`src/sv/twtc_pkg.sv`:
```
// shared types, constants and helpers of the trigger cluster block
package twtc_pkg;

  localparam int unsigned TIME_BITS = 62;
  localparam int unsigned WIN_BITS  = 62;
  localparam int unsigned Q_BITS    = 24;
  localparam int unsigned CNT_BITS  = 32;
  localparam int unsigned SQ_BITS   = 2 * Q_BITS;
  localparam int unsigned ACC_BITS  = 4 * Q_BITS;
  localparam int unsigned CFG_DW    = WIN_BITS;
  localparam int unsigned CFG_IDX_W = 1;
  localparam int unsigned CMP_BITS  = (TIME_BITS > WIN_BITS) ? TIME_BITS : WIN_BITS;

  typedef logic [TIME_BITS-1:0] time_t;
  typedef logic [Q_BITS-1:0]    q_t;
  typedef logic [CNT_BITS-1:0]  cnt_t;

  typedef enum logic [CFG_IDX_W-1:0] {
    REG_WINDOW_NS = 1'b0,
    REG_STAT_MODE = 1'b1
  } cfg_reg_e;

  typedef enum logic [1:0] {
    MODE_SNR   = 2'd0,
    MODE_RATIO = 2'd1,
    MODE_NONE  = 2'd2
  } stat_mode_e;

  typedef enum logic {
    MAC_LOAD   = 1'b0,
    MAC_ADD_SH = 1'b1
  } mac_op_e;

  typedef struct packed {
    logic    en;
    mac_op_e op;
    q_t      a;
    q_t      b;
  } mac_req_t;

  typedef struct packed {
    time_t end_time_ns;
    q_t    snr;
    q_t    chisq;
    logic  last_in;
  } in_beat_t;

  typedef struct packed {
    time_t kept_time_ns;
    q_t    kept_snr;
    q_t    kept_chisq;
    cnt_t  cluster_number;
    logic  final_out;
  } out_beat_t;

  typedef enum logic [3:0] {
    ST_IDLE,
    ST_EVAL,
    ST_SQN,
    ST_SQW,
    ST_X0,
    ST_X1,
    ST_Y0,
    ST_Y1,
    ST_CMP,
    ST_EMIT,
    ST_FLUSH
  } state_e;

  function automatic cnt_t sat_inc(input cnt_t c);
    sat_inc = (c == '1) ? c : c + cnt_t'(1);
  endfunction

endpackage

```
`src/sv/twtc_mac.sv`:
```
// shared 24x24 multiplier with shifted accumulate
module twtc_mac
  import twtc_pkg::*;
(
  input  logic                clk_i,
  input  mac_req_t            req_i,
  output logic [ACC_BITS-1:0] acc_o
);

  logic [SQ_BITS-1:0]  prod;
  logic [ACC_BITS-1:0] acc_d, acc_q;

  assign prod = SQ_BITS'(req_i.a) * SQ_BITS'(req_i.b);

  always_comb begin
    acc_d = acc_q;
    if (req_i.en) begin
      case (req_i.op)
        MAC_LOAD:   acc_d = ACC_BITS'(prod);
        MAC_ADD_SH: acc_d = acc_q + ACC_BITS'({prod, Q_BITS'(0)});
        default:    acc_d = acc_q;
      endcase
    end
  end

  always_ff @(posedge clk_i) begin
    acc_q <= acc_d;
  end

  assign acc_o = acc_q;

endmodule

```
`src/sv/time_window_trigger_cluster_core.sv`:
```
// top level: time-window peak clustering of a sorted trigger stream
//
// usage
//   triggers come in on the in channel (valid/ready), one beat per trigger,
//   sorted by end time. cluster winners leave on the out channel, one beat
//   per finished cluster; a trigger with last_in set flushes the held winner
//   with final_out set, so one input beat gives zero, one or two output beats.
//   the user writes window_ns and stat_mode on the plain write port while idle.
// timing
//   in_ready is high only in the idle state. an accepted trigger goes to eval,
//   then to idle or flush; one that closes a cluster first passes through emit;
//   a trigger inside the window in snr-squared-over-chisq mode with both chisq
//   nonzero first makes six passes through the one 24x24 multiply-accumulate
//   unit, states sqn to y1, plus a 96-bit compare in cmp. a flush comes last.
//   an output beat appears in the out register the cycle after it is formed.
// reset
//   asynchronous, active low: no winner held, cluster count zero, registers
//   cleared to window 0 and snr mode, out channel empty.
// back-pressure
//   the out register holds its beat until taken; a sequencer that needs to
//   emit while it is still full waits in place, so nothing is lost.
module time_window_trigger_cluster_core
  import twtc_pkg::*;
(
  input  logic                 clk_i,
  input  logic                 rst_ni,
  input  logic                 in_valid_i,
  output logic                 in_ready_o,
  input  in_beat_t             in_i,
  output logic                 out_valid_o,
  input  logic                 out_ready_i,
  output out_beat_t            out_o,
  input  logic                 cfg_we_i,
  input  logic [CFG_IDX_W-1:0] cfg_idx_i,
  input  logic [CFG_DW-1:0]    cfg_data_i
);

  state_e state_d, state_q;

  // configuration
  logic [WIN_BITS-1:0] window_q;
  logic [1:0]          mode_q;

  // captured trigger
  in_beat_t in_d, in_q;

  // current cluster winner
  logic  win_valid_d, win_valid_q;
  time_t win_time_d, win_time_q;
  q_t    win_snr_d, win_snr_q;
  q_t    win_chisq_d, win_chisq_q;
  cnt_t  count_d, count_q;

  // products for the ratio compare
  logic [SQ_BITS-1:0]  sq_n_d, sq_n_q;
  logic [SQ_BITS-1:0]  sq_w_d, sq_w_q;
  logic [ACC_BITS-1:0] x_d, x_q;
  logic [ACC_BITS-1:0] mac_acc;
  mac_req_t            mac_req;

  // out register
  out_beat_t out_d, out_q;
  logic      out_valid_d, out_valid_q;

  // decisions
  time_t diff;
  logic  outside, need_mul, quick_beats, cmp_beats, out_free;
  state_e tail_st;

  twtc_mac u_mac (
    .clk_i (clk_i),
    .req_i (mac_req),
    .acc_o (mac_acc)
  );

  // config writes, taken on any cycle
  always_ff @(posedge clk_i or negedge rst_ni) begin
    if (!rst_ni) begin
      window_q <= '0;
      mode_q   <= '0;
    end else if (cfg_we_i) begin
      unique case (cfg_reg_e'(cfg_idx_i))
        REG_WINDOW_NS: window_q <= cfg_data_i[WIN_BITS-1:0];
        REG_STAT_MODE: mode_q   <= cfg_data_i[1:0];
      endcase
    end
  end

  // window test and statistic decisions
  always_comb begin
    diff        = in_q.end_time_ns - win_time_q;
    // time going backwards counts as inside any window
    outside     = !((in_q.end_time_ns < win_time_q) ||
                    (CMP_BITS'(diff) < CMP_BITS'(window_q)));
    need_mul    = 1'b0;
    quick_beats = 1'b0;
    case (stat_mode_e'(mode_q))
      MODE_SNR: quick_beats = in_q.snr > win_snr_q;
      MODE_RATIO: begin
        // zero chisq is an infinite statistic
        if (in_q.chisq == '0) begin
          quick_beats = win_chisq_q != '0;
        end else if (win_chisq_q != '0) begin
          need_mul = 1'b1;
        end
      end
      default: quick_beats = 1'b0;
    endcase
    cmp_beats = x_q > mac_acc;
    out_free  = !out_valid_q || out_ready_i;
    tail_st   = in_q.last_in ? ST_FLUSH : ST_IDLE;
  end

  // next state
  always_comb begin
    state_d = state_q;
    unique case (state_q)
      ST_IDLE: if (in_valid_i) state_d = ST_EVAL;
      ST_EVAL: begin
        if (!win_valid_q) begin
          state_d = tail_st;
        end else if (outside) begin
          state_d = ST_EMIT;
        end else if (need_mul) begin
          state_d = ST_SQN;
        end else begin
          state_d = tail_st;
        end
      end
      ST_SQN:   state_d = ST_SQW;
      ST_SQW:   state_d = ST_X0;
      ST_X0:    state_d = ST_X1;
      ST_X1:    state_d = ST_Y0;
      ST_Y0:    state_d = ST_Y1;
      ST_Y1:    state_d = ST_CMP;
      ST_CMP:   state_d = tail_st;
      ST_EMIT:  if (out_free) state_d = tail_st;
      ST_FLUSH: if (out_free) state_d = ST_IDLE;
      default:  state_d = ST_IDLE;
    endcase
  end

  // datapath and outputs
  always_comb begin
    in_ready_o  = 1'b0;
    in_d        = in_q;
    win_valid_d = win_valid_q;
    win_time_d  = win_time_q;
    win_snr_d   = win_snr_q;
    win_chisq_d = win_chisq_q;
    count_d     = count_q;
    sq_n_d      = sq_n_q;
    sq_w_d      = sq_w_q;
    x_d         = x_q;
    out_d       = out_q;
    out_valid_d = out_valid_q && !out_ready_i;
    mac_req     = '{en: 1'b0, op: MAC_LOAD, a: '0, b: '0};

    unique case (state_q)
      ST_IDLE: begin
        in_ready_o = 1'b1;
        if (in_valid_i) in_d = in_i;
      end
      ST_EVAL: begin
        if (!win_valid_q || (!outside && !need_mul && quick_beats)) begin
          win_valid_d = 1'b1;
          win_time_d  = in_q.end_time_ns;
          win_snr_d   = in_q.snr;
          win_chisq_d = in_q.chisq;
        end
      end
      // snr_n^2 * chisq_w against snr_w^2 * chisq_n, 24 bits a pass
      ST_SQN: mac_req = '{en: 1'b1, op: MAC_LOAD, a: in_q.snr, b: in_q.snr};
      ST_SQW: begin
        mac_req = '{en: 1'b1, op: MAC_LOAD, a: win_snr_q, b: win_snr_q};
        sq_n_d  = mac_acc[SQ_BITS-1:0];
      end
      ST_X0: begin
        mac_req = '{en: 1'b1, op: MAC_LOAD, a: sq_n_q[Q_BITS-1:0], b: win_chisq_q};
        sq_w_d  = mac_acc[SQ_BITS-1:0];
      end
      ST_X1: mac_req = '{en: 1'b1, op: MAC_ADD_SH, a: sq_n_q[SQ_BITS-1:Q_BITS],
                         b: win_chisq_q};
      ST_Y0: begin
        mac_req = '{en: 1'b1, op: MAC_LOAD, a: sq_w_q[Q_BITS-1:0], b: in_q.chisq};
        x_d     = mac_acc;
      end
      ST_Y1: mac_req = '{en: 1'b1, op: MAC_ADD_SH, a: sq_w_q[SQ_BITS-1:Q_BITS],
                         b: in_q.chisq};
      ST_CMP: begin
        if (cmp_beats) begin
          win_time_d  = in_q.end_time_ns;
          win_snr_d   = in_q.snr;
          win_chisq_d = in_q.chisq;
        end
      end
      ST_EMIT: begin
        // close the cluster, the new trigger opens the next one
        if (out_free) begin
          count_d     = sat_inc(count_q);
          out_d       = '{kept_time_ns: win_time_q, kept_snr: win_snr_q,
                          kept_chisq: win_chisq_q, cluster_number: sat_inc(count_q),
                          final_out: 1'b0};
          out_valid_d = 1'b1;
          win_time_d  = in_q.end_time_ns;
          win_snr_d   = in_q.snr;
          win_chisq_d = in_q.chisq;
        end
      end
      ST_FLUSH: begin
        // end of stream: emit and start counting afresh
        if (out_free) begin
          out_d       = '{kept_time_ns: win_time_q, kept_snr: win_snr_q,
                          kept_chisq: win_chisq_q, cluster_number: sat_inc(count_q),
                          final_out: 1'b1};
          out_valid_d = 1'b1;
          win_valid_d = 1'b0;
          count_d     = '0;
        end
      end
      default: ;
    endcase
  end

  // control state
  always_ff @(posedge clk_i or negedge rst_ni) begin
    if (!rst_ni) begin
      state_q     <= ST_IDLE;
      win_valid_q <= 1'b0;
      count_q     <= '0;
      out_valid_q <= 1'b0;
    end else begin
      state_q     <= state_d;
      win_valid_q <= win_valid_d;
      count_q     <= count_d;
      out_valid_q <= out_valid_d;
    end
  end

  // payload
  always_ff @(posedge clk_i) begin
    in_q        <= in_d;
    win_time_q  <= win_time_d;
    win_snr_q   <= win_snr_d;
    win_chisq_q <= win_chisq_d;
    sq_n_q      <= sq_n_d;
    sq_w_q      <= sq_w_d;
    x_q         <= x_d;
    out_q       <= out_d;
  end

  assign out_valid_o = out_valid_q;
  assign out_o       = out_q;

endmodule

```
`config.mk`:
```
export PLATFORM = sky130hd
export DESIGN_NAME = time_window_trigger_cluster_core
export DESIGN_NICKNAME = d
export VERILOG_FILES = /design/src/sv/twtc_pkg.sv /design/src/sv/twtc_mac.sv /design/src/sv/time_window_trigger_cluster_core.sv
export SDC_FILE = /design/constraint.sdc
export NUM_CORES = 2
export LEC_CHECK = 0
export BUFFER_PORTS_ARGS = -buffer_cell sky130_fd_sc_hd__buf_4
export CORE_ASPECT_RATIO = 1.5
export CORE_MARGIN = 2
export CORE_UTILIZATION = 30
export DETAILED_ROUTE_END_ITERATION = 6
export PLACE_DENSITY_LB_ADDON = 0.3
export SYNTH_ARGS = -nofsm -noshare
export SYNTH_HDL_FRONTEND = slang
export SYNTH_SLANG_ARGS = --single-unit
```
`constraint.sdc`:
```
create_clock -name clk_i -period 31.7 [get_ports clk_i]
set_input_delay 0 -clock clk_i [delete_from_list [all_inputs] [get_ports clk_i]]
set_output_delay 0 -clock clk_i [all_outputs]
set_load 0.02 [all_outputs]
```
== Yosys cells after proc, flatten, opt, wreduce, memory -nomap -nowiden ==
Cells that the tools add are included.

* Flip-flop bits (word level): 754
* Bits in latches: 0
* RAM bits: 0
* Memory bits (read-only): 0
* Input bits: 179
* Output and inout bits: 145
* Word-level logic and storage cells: 114
* Memories: 0

* Add/subtract/negate cells: 3
* $mul: 1
* Divide/modulo/power cells: 0
* Magnitude comparators: 4
* Equality and inequality tests: 17
* Shift-type cells: 0
* Mux-type cells: 40
* Bitwise gates (word level): 2
* Reductions and logical operators: 25

{| class="wikitable"
|+ Operators with widths
! kind !! number
|-
| 50-bit one-hot mux with 6 select lines || 1
|-
| 143-bit two-way mux || 2
|-
| 143-bit one-hot mux with 2 select lines || 1
|-
| 96-bit one-hot mux with 2 select lines || 1
|-
| 62-bit two-way mux || 3
|-
| 62-bit one-hot mux with 3 select lines || 1
|-
| 24-bit two-way mux || 6
|-
| 24-bit one-hot mux with 3 select lines || 2
|-
| 62-bit less-than comparator || 2
|-
| 96-bit by 72-bit adder with 96-bit output || 1
|-
| 96-bit greater-than comparator || 1
|-
| 32-bit two-way mux || 3
|-
| 32-bit one-hot mux with 2 select lines || 1
|-
| 62-bit subtractor || 1
|-
| 24-bit by 24-bit multiplier with 48-bit output || 1
|-
| 4-bit one-hot mux with 11 select lines || 1
|-
| 32-bit by 1-bit adder with 32-bit output, second input constant || 1
|-
| 32-bit equality test, second input constant || 1
|-
| 4-bit two-way mux || 7
|-
| 24-bit greater-than comparator || 1
|-
| 24-bit zero test || 1
|-
| 24-bit nonzero test || 1
|-
| 4-bit by 3-bit equality test with 1-bit output, second input constant || 4
|-
| 4-bit equality test, second input constant || 3
|-
| other kinds (18) || 45
|}

== Logic depth before layout (Yosys ltp) ==
* Word-level depth: 10
* Depth in mapped cells: 44
* Mapped depth without buffers: 39

== By module ==
From an unflattened synthesis, not the netlist that was laid out.

* Cell total of the unflattened synthesis: 5353
* Area, all modules: 56929.6 um^2

{| class="wikitable"
|+ By module, submodules not included
! module !! instances !! cells an instance !! area an instance (um^2) !! sequential area each (um^2)
|-
| time_window_trigger_cluster_core || 1 || 2461 || 31117.3 || 19248.5
|-
| twtc_mac || 1 || 2892 || 25812.3 || 2882.8
|}

== Worst setup path before layout ==
No wires, ideal clock.

* Path kind: reg2reg
* Start point: register in_q[50] (netlist bit)
* End point: register win_chisq_q[0] (enable)
* Library setup time: 756 ps
* Data arrival time: 12578 ps
* Required time: 30944 ps
* Path slack: 18366 ps
* Stages on the path, launching flop included: 21
* Path buffers: 0
* Clock period less this slack: 13334 ps
* Path through: edfxtp_1 -> ha_1 -> nor2b_1 -> o31a_1 -> o311ai_2 -> nand3_1 -> a31oi_1 -> o21ai_1 -> a21o_1 -> a21oi_1 -> xnor2_1 -> ha_1 -> a211oi_1 -> o21bai_1 -> a21o_1 -> a221o_1 -> a221oi_1 -> o211ai_1 -> a211oi_1 -> o221ai_1 -> a221oi_1

* Word-level cells in the longest chain between the ends: 8
* Elaborated cells between the ends (all ways): 9
* Those cells by class: add/sub (1); order compare (2); eq/ne (1); reduce/logical (5)

{| class="wikitable"
|+ RTL lines
! element !! RTL line !! RTL
|-
| start, declared || time_window_trigger_cluster_core.sv:45 || <nowiki>in_beat_t in_d, in_q;</nowiki>
|-
| start signal, assigned || time_window_trigger_cluster_core.sv:242 || <nowiki>in_q <= in_d;</nowiki>
|-
| 62-bit subtractor || time_window_trigger_cluster_core.sv:91 || <nowiki>diff = in_q.end_time_ns - win_time_q;</nowiki>
|-
| 62-bit less-than comparator || time_window_trigger_cluster_core.sv:94 || <nowiki>(CMP_BITS'(diff) < CMP_BITS'(window_q)));</nowiki>
|-
| 1-bit logical OR (*) || time_window_trigger_cluster_core.sv:93 || <nowiki>outside = !((in_q.end_time_ns < win_time_q) ||</nowiki>
|-
| 1-bit logical AND (*) (2 in series) || time_window_trigger_cluster_core.sv:165 || <nowiki>if (!win_valid_q || (!outside && !need_mul && quick_beats)) begin</nowiki>
|-
| 1-bit logical OR (*) || time_window_trigger_cluster_core.sv:165 ||
|-
| 2-bit != test (no line) (*) || -- ||
|-
| 4-bit AND reduction (no line) (*) || -- ||
|-
| end signal, assigned || time_window_trigger_cluster_core.sv:245 || <nowiki>win_chisq_q <= win_chisq_d;</nowiki>
|-
| end, declared || time_window_trigger_cluster_core.sv:51 || <nowiki>q_t win_chisq_d, win_chisq_q;</nowiki>
|}

Mark *: on every way between the ends. The rest lies on a longest branch, timed or not.
A chain may end at the register's enable or synchronous reset.

== Worst setup path after layout ==
* Start point: register state_q[3]
* End point: register u_mac.acc_q[91] (netlist: u_mac.acc_o[91]) (data pin)

* Word-level cells in the longest chain between the ends: 5
* Elaborated cells between the ends (all ways): 11
* Those cells by class: add/sub (1); mul (1); eq/ne (6); mux (2); bitwise (1)

{| class="wikitable"
|+ RTL lines
! element !! RTL line !! RTL
|-
| start, declared || time_window_trigger_cluster_core.sv:38 || <nowiki>state_e state_d, state_q;</nowiki>
|-
| start signal, assigned || time_window_trigger_cluster_core.sv:233 || <nowiki>state_q <= state_d;</nowiki>
|-
| 4-bit by 3-bit equality test with 1-bit output / 4-bit by 2-bit equality test with 1-bit output (equally long branches) || time_window_trigger_cluster_core.sv:159 || <nowiki>unique case (state_q)</nowiki>
|-
| 50-bit one-hot mux with 6 select lines (*) || time_window_trigger_cluster_core.sv:159 ||
|-
| 24-bit by 24-bit multiplier with 48-bit output || twtc_mac.sv:13 || <nowiki>assign prod = SQ_BITS'(req_i.a) * SQ_BITS'(req_i.b);</nowiki>
|-
| 96-bit by 72-bit adder with 96-bit output || twtc_mac.sv:20 || <nowiki>MAC_ADD_SH: acc_d = acc_q + ACC_BITS'({prod, Q_BITS'(0)});</nowiki>
|-
| 96-bit one-hot mux with 2 select lines (*) || twtc_mac.sv:18 || <nowiki>case (req_i.op)</nowiki>
|-
| end signal, assigned || twtc_mac.sv:27 || <nowiki>acc_q <= acc_d;</nowiki>
|-
| end, declared || twtc_mac.sv:11 || <nowiki>logic [ACC_BITS-1:0] acc_d, acc_q;</nowiki>
|}

Marked as above.

==> summary.md <==
| Metric | Value |
|---|---|
| Final wirelength | `195000 um` |
| Met1 Usage GRT | `21.7%` |
| Antenna-violating nets left | `0` |
| Vias per cell | `roughly 5` |
| Chip width | `359 um` |
| Most frequent cell after synthesis | `inv_1` |
| Area Growth Syn to Fin | `19.6%` |
| Initial Util | `between 30 and 40%` |
| Total CTS buffers | `slightly below 80` |
| Clk_skew | `0.0581 ns` |
| Post-synthesis cell count | `5403` |
| Detailed-route DRC error count | `0` |
| Critical path's most frequent cell | `inv_1` |
| Max-cap violations | `0` |
| CP max stage cell | `nor2_4` |
| Final WS setup | `between 15 and 20 ns` |
| CP bufs+invs | `9` |
| Per-cell routed wire length | `22.8 um` |
| CTS tree | `yes` |
| EDFF count, synth | `652` |
| Asr flop ratio synth | `13.5%` |
| Met3 Track Usage GR | `2.83%` |
| IO Pins | `324` |
| Clk sink count | `754` |
| Levels on crit path | `40` |
| Synth area leader | `edfxtp_1` |
| Status | `finished clean` |
| Crit path DAT | `roughly 14 ns` |
| Relative slew margins | `13.5%` |
| Worst-Margin Slew | `between 1 and 1.5 ns` |
| Mapped Area | `0.0566 sq mm` |
| Critical path type | `reg -> reg` |
| Nets | `7108` |
| Number of synthesis warnings | `0` |
| Detailed Routing Iterations Pass 1 | `5` |
| Worst Setup End Kind | `register` |
| Synth area leaders | `edfxtp_1 35%, fa_1 17%, ha_1 10%` |
| FF-to-FF path depth | `40` |
| Finished Layout Cells | `8527` |
| Max Fanout on Critical Path | `61` |
| Synth cell count leaders | `889 x inv_1, 652 x edfxtp_1, 642 x nand2_1` |
| Yosys reg bits | `754` |
| HP Class | `in -> reg` |
| Dominant synthesized flop cell | `edfxtp_1` |
| First-pass GRT wire length | `288000 um` |
| Maximum clock rate | `~74 MHz` |
| CTS resizes | `0` |
| Share of cells above drive strength 1 | `under 10%` |
| Synth Net Count | `approximately 6500` |
| Multi-input gate area | `0.0305 sq mm` |
| GR peak layer | `met2` |
| R2R setup slack | `around 18 ns` |
| Reg area | `~0.022 sq mm` |
| H-tree depth | `3` |
| Syn avg cell area | `10.5 sq um` |
| Seq/Total Area, Yosys | `39.1%` |
| Via Count | `42500` |
| Root Buffer | `clkbuf_16` |
| CP top delay family | `simple AND/OR/NAND/NOR gates` |
| Hold buffer count at CTS | `290` |
| Clock buffer depth | `3` |
| PortBufs | `roughly 320` |
| Worst slack, placed | `18.27 ns` |
| Startpoint types | `register` |
| RSZ-0062 raised after global routing | `no` |
| CP max stage delay | `0.83 ns` |
| Clock Pin Slew Worst Setup and Hold Paths | `approximately 0.070 ns` |
| Synth unique cells | `90` |
| GP Congestion | `0.953` |
| Core area | `0.188 sq mm` |
| Final Slew Violations | `0` |
| Setup bufs post-CTS | `0` |
| Final min period | `13.53 ns` |
| Met2 usage | `36.7%` |
| Synth top area share | `34.6%` |
| Filler cells | `around 19000` |
| Post-Place Cells | `8071` |
| Detailed-placement wirelength estimate | `155000 um` |
| Die height | `about 540 um` |
| Fin crit share | `42.7%` |
| Total negative slack | `0 ns` |
| Row Count | `roughly 200` |
| Die Area | `a little under 0.2 sq mm` |
| Skew-Pair Late Insertion Delay | `0.73 ns` |
| Antenna violations before repair | `19` |
| Vias in the first global route | `44600` |
| Pin count of the biggest net entering global routing | `80` |
| GRT Total Usage | `approximately 20%` |
| Iter 0 DRT Violations | `3011` |
| Endpoints failing hold | `0` |
| Data required time of the critical path | `between 30 and 40 ns` |
| GRT overflow | `0` |
| Hold Path Depth | `4` |
| Final setup viols | `0` |
[layout make-up]
cell class / instances / share of cell area, %
multi-input combinational: 3572 / 45.1
sequential: 754 / 32.7
timing repair buffer: 684 / 8.69
inverter: 889 / 4.94
tap: 2462 / 4.56
clock buffer: 94 / 3.02
clock inverter: 50 / 0.884
antenna: 22 / 0.0814
[per-layer routing]
metal / share of wire (%) / wire [um]
met4: 7.3 / 14200
met3: 5.2 / 10200
met5: 0 / 0
met2: 51 / 100000
met1: 36 / 70300
[worst reg2reg max path: cells and delay by family, from the launching register on]
| kind | cells | cell delay (ns) |
|---|---|---|
| simple gates | 16 | 5.36 |
| fa+ha+maj | 9 | 4.53 |
| buf+inv | 9 | 1.44 |
| compound gates | 5 | 1.33 |
| flops | 1 | 0.54 |
| xor+xnor | 1 | 0.14 |
[path summary, 6_finish.rpt]
check                          startpoint         endpoint
max                            state_q[3]  u_mac.acc_o[91]
min                        cfg_data_i[30]     window_q[30]
max reg2reg                    state_q[3]  u_mac.acc_o[91]
min reg2reg                win_time_q[11]        out_o[92]
max in group asynchronous          rst_ni       count_q[3]
min in group asynchronous          rst_ni     window_q[38]
[layout by cell type (no fill, tap or decap), types with 91 or more instances in the layout]
master         count
a21o_1           136
a21oi_1          196
and2_1            91
buf_4            394
dfrtp_1          101
dlygate4sd3_1    289
edfxtp_1         652
fa_1             484
ha_1             467
inv_1            888
nand2_1          641
nor2_1           306
o21ai_0          212
xnor2_1           99
[metrics by stage]
stage,instance area [sq um],utilization (%),hold slack [ns]
2_1_floorplan,56600,-,-0.296
6_report,67600,36.0,0.0245
4_1_cts,67600,36.0,0.0000281
3_3_place_gp,62000,33.0,0.159
3_5_place_dp,62000,33.0,0.172
5_1_grt,67600,36.0,0.0165
[kinds of logic after synthesis]
group | synth area share, %
simple gates | 11.6
buf+inv | 7.21
compound gates | 11.3
fa+ha+maj | 27.5
flops | 39.1
xor+xnor | 2.63
mux | 0.737
[registers in the layout, indices dropped and copies added, names as in the netlist]
name	count
win_valid_q	1
win_time_q	62
out_valid_o	1
u_mac.acc_o	96
sq_w_q	48
in_q	111
window_q	62
count_q	32
state_q	4
win_snr_q	24
x_q	96
win_chisq_q	24
sq_n_q	48
out_o	143
mode_q	2
Power is left out: the tool's default activity adds up to more than one toggle a clock period on the data nets, which glitch-free logic cannot reach.
